`src/hw/rtl/wals_pkg.sv`:
```
// wals_pkg: shared types, codes and constants of the antialiased line stepper
// used by every module of the stepper; no dependencies
`default_nettype none

package wals_pkg;

  // internal widths, sized for the whole screen and fraction range
  localparam int CW    = 20;  // clipped coordinate, signed
  localparam int DVW   = 52;  // divider dividend and quotient
  localparam int DSW   = 21;  // divider divisor
  localparam int YW    = 56;  // minor position accumulator, signed
  localparam int FW    = 32;  // slope and minor fraction bits
  localparam int IDXW  = 16;  // framebuffer index
  localparam int CHW   = 8;   // channel addend
  localparam int GAINW = 9;   // channel gain
  localparam int CIDXW = 2;   // config register index
  localparam int STEPW = 11;  // remaining pairs

  // input operation codes
  localparam logic OP_START = 1'b0;
  localparam logic OP_STEP  = 1'b1;

  // result status codes
  localparam logic [1:0] STAT_ACCEPTED = 2'd0;
  localparam logic [1:0] STAT_REJECTED = 2'd1;
  localparam logic [1:0] STAT_PAIR     = 2'd2;
  localparam logic [1:0] STAT_IDLE     = 2'd3;

  // config register indexes
  localparam logic [CIDXW-1:0] REG_GAIN_RED   = 2'd0;
  localparam logic [CIDXW-1:0] REG_GAIN_GREEN = 2'd1;
  localparam logic [CIDXW-1:0] REG_GAIN_BLUE  = 2'd2;

  localparam logic [GAINW-1:0] GAIN_RESET = 9'd256;

  typedef struct packed {
    logic               op;
    logic signed [15:0] x_start;
    logic signed [15:0] y_start;
    logic signed [15:0] x_end;
    logic signed [15:0] y_end;
  } in_t;

  typedef struct packed {
    logic [1:0]      status;
    logic [IDXW-1:0] near_index;
    logic [CHW-1:0]  near_red;
    logic [CHW-1:0]  near_green;
    logic [CHW-1:0]  near_blue;
    logic [IDXW-1:0] far_index;
    logic [CHW-1:0]  far_red;
    logic [CHW-1:0]  far_green;
    logic [CHW-1:0]  far_blue;
    logic            last_pair;
  } out_t;

  // datapath commands
  typedef enum logic [3:0] {
    CMD_NONE,
    CMD_LOAD,
    CMD_STEP,
    CMD_CLIP_MUL,
    CMD_DIV_CLIP,
    CMD_CLIP_STORE,
    CMD_CLIP_APPLY,
    CMD_ORIENT,
    CMD_SLOPE_ZERO,
    CMD_DIV_SLOPE,
    CMD_SLOPE_STORE,
    CMD_INIT,
    CMD_YMUL,
    CMD_SEARCH_STEP,
    CMD_FINISH,
    CMD_REJECT
  } cmd_e;

  typedef struct packed {
    cmd_e op;
    logic axis_y;  // clip stage works on y
    logic second;  // second endpoint of the clip stage
  } cmd_t;

  typedef struct packed {
    logic reject;
    logic clip_needed;
    logic div_done;
    logic du_zero;
    logic visible;
    logic n_zero;
    logic out_free;
  } stat_t;

  typedef enum logic [3:0] {
    S_IDLE,
    S_CHECK,
    S_MUL,
    S_DIV_GO,
    S_DIV_WAIT,
    S_STORE,
    S_APPLY,
    S_ORIENT,
    S_SLOPE_GO,
    S_SLOPE_WAIT,
    S_SLOPE_STORE,
    S_INIT,
    S_YMUL,
    S_SEARCH,
    S_FINISH,
    S_REJECT
  } state_e;

  // min(floor(gain*weight/256), 255)
  function automatic logic [CHW-1:0] addend(input logic [GAINW-1:0] gain,
                                            input logic [CHW-1:0] w);
    logic [GAINW+CHW-1:0] prod;
    logic [GAINW-1:0]     sh;
    prod = gain * w;
    sh   = prod[GAINW+CHW-1:CHW];
    return sh[GAINW-1] ? {CHW{1'b1}} : sh[CHW-1:0];
  endfunction

endpackage

`default_nettype wire

```
`src/hw/rtl/wals_ctrl.sv`:
```
// wals_ctrl: sequencer for line setup and step items
// depends on wals_pkg; drives wals_dp through command and status structs
`default_nettype none

module wals_ctrl (
  input  wire logic            clk_i,
  input  wire logic            rst_ni,
  input  wire logic            in_valid_i,
  input  wire logic            in_op_i,
  output logic                 in_stall_o,
  output wals_pkg::cmd_t       cmd_o,
  input  wire wals_pkg::stat_t stat_i
);

  wals_pkg::state_e state_q, state_d;
  logic             axis_y_q, axis_y_d, second_q, second_d;
  logic             accept;

  assign in_stall_o = !(state_q == wals_pkg::S_IDLE && stat_i.out_free);
  assign accept     = in_valid_i && !in_stall_o;

  // next state
  always_comb begin
    state_d  = state_q;
    axis_y_d = axis_y_q;
    second_d = second_q;
    case (state_q)
      wals_pkg::S_IDLE: begin
        if (accept && in_op_i == wals_pkg::OP_START) begin
          state_d  = wals_pkg::S_CHECK;
          axis_y_d = 1'b0;
          second_d = 1'b0;
        end
      end
      wals_pkg::S_CHECK: begin
        if (stat_i.reject) begin
          state_d = wals_pkg::S_REJECT;
        end else if (stat_i.clip_needed) begin
          state_d  = wals_pkg::S_MUL;
          second_d = 1'b0;
        end else if (axis_y_q) begin
          state_d = wals_pkg::S_ORIENT;
        end else begin
          axis_y_d = 1'b1;
        end
      end
      wals_pkg::S_MUL:      state_d = wals_pkg::S_DIV_GO;
      wals_pkg::S_DIV_GO:   state_d = wals_pkg::S_DIV_WAIT;
      wals_pkg::S_DIV_WAIT: begin
        if (stat_i.div_done) state_d = wals_pkg::S_STORE;
      end
      wals_pkg::S_STORE: begin
        if (second_q) begin
          state_d = wals_pkg::S_APPLY;
        end else begin
          second_d = 1'b1;
          state_d  = wals_pkg::S_MUL;
        end
      end
      wals_pkg::S_APPLY: begin
        if (axis_y_q) begin
          state_d = wals_pkg::S_ORIENT;
        end else begin
          axis_y_d = 1'b1;
          second_d = 1'b0;
          state_d  = wals_pkg::S_CHECK;
        end
      end
      wals_pkg::S_ORIENT:   state_d = wals_pkg::S_SLOPE_GO;
      wals_pkg::S_SLOPE_GO: begin
        state_d = stat_i.du_zero ? wals_pkg::S_INIT : wals_pkg::S_SLOPE_WAIT;
      end
      wals_pkg::S_SLOPE_WAIT: begin
        if (stat_i.div_done) state_d = wals_pkg::S_SLOPE_STORE;
      end
      wals_pkg::S_SLOPE_STORE: state_d = wals_pkg::S_INIT;
      wals_pkg::S_INIT:        state_d = wals_pkg::S_YMUL;
      wals_pkg::S_YMUL:        state_d = wals_pkg::S_SEARCH;
      wals_pkg::S_SEARCH: begin
        if (stat_i.visible) state_d = wals_pkg::S_FINISH;
        else if (stat_i.n_zero) state_d = wals_pkg::S_REJECT;
      end
      wals_pkg::S_FINISH: state_d = wals_pkg::S_IDLE;
      wals_pkg::S_REJECT: state_d = wals_pkg::S_IDLE;
      default:            state_d = wals_pkg::S_IDLE;
    endcase
  end

  // commands
  always_comb begin
    cmd_o.op     = wals_pkg::CMD_NONE;
    cmd_o.axis_y = axis_y_q;
    cmd_o.second = second_q;
    case (state_q)
      wals_pkg::S_IDLE: begin
        if (accept) begin
          cmd_o.op = (in_op_i == wals_pkg::OP_START) ? wals_pkg::CMD_LOAD
                                                      : wals_pkg::CMD_STEP;
        end
      end
      wals_pkg::S_MUL:    cmd_o.op = wals_pkg::CMD_CLIP_MUL;
      wals_pkg::S_DIV_GO: cmd_o.op = wals_pkg::CMD_DIV_CLIP;
      wals_pkg::S_STORE:  cmd_o.op = wals_pkg::CMD_CLIP_STORE;
      wals_pkg::S_APPLY:  cmd_o.op = wals_pkg::CMD_CLIP_APPLY;
      wals_pkg::S_ORIENT: cmd_o.op = wals_pkg::CMD_ORIENT;
      wals_pkg::S_SLOPE_GO: begin
        cmd_o.op = stat_i.du_zero ? wals_pkg::CMD_SLOPE_ZERO : wals_pkg::CMD_DIV_SLOPE;
      end
      wals_pkg::S_SLOPE_STORE: cmd_o.op = wals_pkg::CMD_SLOPE_STORE;
      wals_pkg::S_INIT:        cmd_o.op = wals_pkg::CMD_INIT;
      wals_pkg::S_YMUL:        cmd_o.op = wals_pkg::CMD_YMUL;
      wals_pkg::S_SEARCH: begin
        if (!stat_i.visible && !stat_i.n_zero) cmd_o.op = wals_pkg::CMD_SEARCH_STEP;
      end
      wals_pkg::S_FINISH: cmd_o.op = wals_pkg::CMD_FINISH;
      wals_pkg::S_REJECT: cmd_o.op = wals_pkg::CMD_REJECT;
      default:            cmd_o.op = wals_pkg::CMD_NONE;
    endcase
  end

  // state registers
  always_ff @(posedge clk_i or negedge rst_ni) begin
    if (!rst_ni) begin
      state_q  <= wals_pkg::S_IDLE;
      axis_y_q <= 1'b0;
      second_q <= 1'b0;
    end else begin
      state_q  <= state_d;
      axis_y_q <= axis_y_d;
      second_q <= second_d;
    end
  end

endmodule

`default_nettype wire

```
`config.mk`:
```
export PLATFORM = sky130hd
export DESIGN_NAME = wals_ctrl
export DESIGN_NICKNAME = d
export VERILOG_FILES = /design/src/hw/rtl/wals_pkg.sv /design/src/hw/rtl/wals_ctrl.sv
export SDC_FILE = /design/constraint.sdc
export NUM_CORES = 1
export LEC_CHECK = 0
export BUFFER_PORTS_ARGS = -buffer_cell sky130_fd_sc_hd__buf_2
export CAP_MARGIN = 15
export CORE_AREA = 5 5 42 44
export CTS_BUF_LIST = sky130_fd_sc_hd__clkbuf_8
export DETAILED_ROUTE_END_ITERATION = 16
export DIE_AREA = 0 0 47 49
export GPL_TIMING_DRIVEN = 0
export PLACE_DENSITY = 0.86
export SKIP_CTS_REPAIR_TIMING = 1
export SLEW_MARGIN = 20
export SYNTH_ARGS = -nofsm -noshare
export SYNTH_HDL_FRONTEND = slang
export SYNTH_SLANG_ARGS = --single-unit
```
`constraint.sdc`:
```
create_clock -name clk_i -period 1.82 [get_ports clk_i]
set_input_delay 0.455 -clock clk_i [delete_from_list [all_inputs] [get_ports clk_i]]
set_output_delay 0.455 -clock clk_i [all_outputs]
set_load 0.05 [all_outputs]
```
### Word level (Yosys, flattened, before mapping)

Cells that the tools add are included.

* add/subtract/negate cells: 0
* multipliers: 0
* div/mod/pow operators: 0
* order comparisons: 0
* eq/ne operators: 24
* shift operators: 0
* muxes and demuxes: 25
* bitwise operators: 1
* reduce and logical (&&, ||, !) cells: 14

Operator list (count)
* $pmux 4 s15: 1
* $pmux 4 s13: 1
* $mux 4: 9
* $eq 4x4->1 const B: 8
* $eq 4x3->1 const B: 4
* $ne 2x2->1 const B: 6
* $reduce_and 5->1: 2
* $eq 4x2->1 const B: 2
* $mux 1: 7
* $mux 2: 3
* $mux 3: 2
* $eq 4x1->1 const B: 1
* $logic_and 1x1->1: 4
* $logic_not 4->1: 1
* $ne 4x4->1 const B: 1
* $pmux 1 s4: 1
* $reduce_and 4->1: 1
* $reduce_bool 4->1: 1
* $logic_not 1->1: 3
* $ne 3x3->1 const B: 1
* $pmux 1 s3: 1
* $reduce_bool 3->1: 1
* $ne 2x1->1 const B: 1
* $reduce_or 2->1: 1
* $not 1->1: 1

* bits in registers: 6
* latch bits: 0
* memory bits (writable): 0
* bits in read-only memories: 0
* input bits: 11
* output and inout bits: 7
* logic and storage cells: 67
* memories: 0

### Logic depth before layout (Yosys ltp)

* word-level depth: 6
* gate-level depth with buffers: 6
* depth with buffers taken out: 4

### Worst setup path after synthesis

Ideal clock, no wire load.

* kind: register -> output
* from: register state_q[2]
* to: output cmd_o[4] (netlist name)
* data arrival time: 1.831 ns
* data required time: 1.365 ns
* setup slack: -0.466 ns
* cell stages (with the launch flop): 5
* buffers on the path: 2
* cells stage by stage: dfrtp_1 buf_4 buf_6 nor2_1 o31ai_1

RTL lines
* from (decl): line wals_ctrl.sv:15 `wals_pkg::state_e state_q, state_d;`
* from (signal assigned): line wals_ctrl.sv:124 `state_q <= wals_pkg::S_IDLE;`
* from (signal assigned): line wals_ctrl.sv:128 `state_q <= state_d;`
* to (decl): line wals_ctrl.sv:11 `output wals_pkg::cmd_t cmd_o,`

==> results.md <==
* Die width at 47 um
* Vias in the first global route at 683
* Post-route cell area at 0.001061 sq mm
* R2R depth at 6
* Synthesized area at 675.6 sq um
* Worst-case clock skew at 0.0001509 ns
* Yosys top cell area share at 22.22%
* Area Growth Syn to Fin at 57.04%
* Core region area at 0.001401 sq mm
* Worst Path Arrival at 1.61 ns
* RSZ-0062 raised after global routing: true
* Critical Path Sink Type: primary output
* Antenna fix cells at 0
* Clock period minus worst slack at 2.065 ns
* Num CTS Buffers at 3
* Run status: finished, violations left
* Peak supply drop at 1.515 mV
* First-pass GRT wire length at 2946 um
* Post-synth top cells: nor2_1 (8), a21oi_1 (7), dfrtp_1 (6), nand2_1 (6), or3_1 (5)
* Routed WL at 2504 um
* Routed Antenna Nets at 0
* Sequential cell area fraction in the yosys report at 22.22%
* DR vias at 846
* Startpoint types: flip-flop
* Reg clk slew, reported paths at 0.03 ns
* Wire per inst at 19.56 um
* Max Fclk at 0.4844 GHz
* Final Hold Violating Endpoints at 0
* Chip height at 49 um
* Clock insertion delay at the later pin of the skew report at 0.22 ns
* RR Endpoint: state_q[1]
* Final Power at 2.540 mW
* Worst Max-Slew Pin Slew at 0.4152 ns
* Dominant synthesized flop cell: dfrtp_1
* Share of layout cells above drive strength 1 at 58.04%
* Max clock buf depth at 2
* Setup TNS at -0.8439 ns
* FF-to-FF Start: state_q[2]
* GP Congestion at 0.9106
* Post-synth top area cell: dfrtp_1
* Largest net degree at the start of global routing at 11
* CP Max Fanout at 7
* Max-cap violations at 0
* Via density per instance at 6.609
* Nets at 125
* Die area at 0.002303 sq mm
* Starting Density at 48.21%
* Synth Register Bits at 6
* Worst hold slack at 0.05078 ns
* Slew Viols, Final at 0
* CTS Sinks at 6
* Number of synthesized flops with an enable pin at 0
* Power per cell area at 2394 mW/mm^2
* Syn_nets at 89
* Pleak at 0.4495 nW
* Ports at 18
* Async SR Flop Fraction at 100.0%
* Total congestion overflow at 0
* Initial antenna violation count at 0
* CTS tree: yes
* Starting DRT DRC Count at 50
* Clock Tree Root: clkbuf_8
* Max-slew headroom at the worst pin at 72.32%
* Most frequent cell after synthesis: nor2_1
* Critical path class: flip-flop to primary output
* Yosys cell types at 33
* Cells after synthesis at 78
* Synthesis Warnings at 0
* Number of detailed-route iterations in the first pass at 4
* Synth area leaders: dfrtp_1 (22%), buf_6 (6.7%), a21oi_1 (5.2%), or3_1 (4.6%), buf_4 (4.4%)
* Row cnt at 14
* Drt drc at 0
* Failing checks: negative setup slack
* Hold WC Path Type: input pin to asynchronous set/reset pin
* Depth of the CTS H-tree at 1
* Setup ws final at -0.2446 ns
* Placed inst area at 802.0 sq um
* Flop-to-flop setup slack at 0.20 ns
* Worst Path Required at 1.36 ns
* Final period utilization at 113.4%
* Port bufs at 17
* Final setup vio count at 5
* Avg Cell Area, Syn at 8.662 sq um
* DP HPWL at 1262 um
* Overall Global Routing Usage at 16.70%
## metal layers
metal | track usage, % | part of all wire (%) | up-vias
met1 | 20.54 | 35 | 386
met5 | 0 | 0 | -
met3 | 4.797 | 9.9 | 20
met4 | 4.147 | 5.2 | 0
li1 | - | - | 368
met2 | 27.60 | 50 | 72
## through the flow
step / setup slack (ns) / std cells / util, %
2_1_floorplan: -0.03609 / 78 / -
3_3_place_gp: -0.3310 / 111 / 57.23
3_5_place_dp: -0.3721 / 111 / 57.23
4_1_cts: -0.4128 / 114 / 60.18
5_1_grt: -0.2604 / 128 / 75.71
6_report: -0.2446 / 128 / 75.71
## registers in the layout, summed over array words and instances (netlist names)
name and count:
second_q 1, axis_y_q 1, state_q 4
## critical path, cell delays in order (launching register included)
cell	delay, ns
dfrtp_2	0.47
nor2_1	0.18
nor2_1	0.09
a2111oi_4	0.33
or3_4	0.18
buf_8	0.13
## final cells by class
class / count / area (sq um)
Buffer: 8 / 82.58
Clock buffer: 3 / 41.29
Fill cell: 94 / 340.3
Inverter: 4 / 15.01
Multi-Input combinational cell: 60 / 523.0
Sequential cell: 6 / 151.4
Tap cell: 16 / 20.02
Timing Repair Buffer: 31 / 227.7
## how the worst max path moves through the flow
| stage | from | endpoint | depth (start not counted) | slack, ns |
|---|---|---|---|---|
| final | state_q[1] | cmd_o[2] | 5 | -0.24 |
| after global routing | state_q[1] | cmd_o[2] | 5 | -0.26 |
| after CTS | state_q[3] | cmd_o[2] | 6 | -0.41 |
| after detailed placement | stat_i[0] | cmd_o[2] | 6 | -0.37 |
| after global placement | stat_i[0] | cmd_o[2] | 6 | -0.33 |
| after floorplan | state_q[2] | cmd_o[3] | 5 | -0.04 |
## layout by cell type (no fill, tap or decap), types with 3 or more instances in the layout
master | Yosys | layout
buf_4 | 4 | 18
a21oi_1 | 7 | 5
or3_1 | 5 | 4
o21ai_0 | 3 | 3
clkbuf_8 | 0 | 3
dfrtp_1 | 6 | 5
buf_2 | 0 | 11
buf_6 | 4 | 8
nor2_1 | 8 | 6
nand2_1 | 6 | 4
## kinds of logic (layout without fill, tap and decap cells)
family          Yosys count  in the layout  share of synthesized area (%)
compound gates           30             30                          35.55
buf+inv                  12             46                          13.33
flops                     6              6                          22.22
simple gates             30             30                          28.89
## report_power, final
group | internal, mW | switching (mW) | total (mW) | leakage (nW)
Sequential | 0.207 | 0.110 | 0.318 | 0.0677
Clock | 0.141 | 0.0498 | 0.191 | 0.0216
Combinational | 0.872 | 1.16 | 2.03 | 0.360
Total | 1.22 | 1.32 | 2.54 | 0.449
No activity file was read; power rests on OpenSTA's default activity.
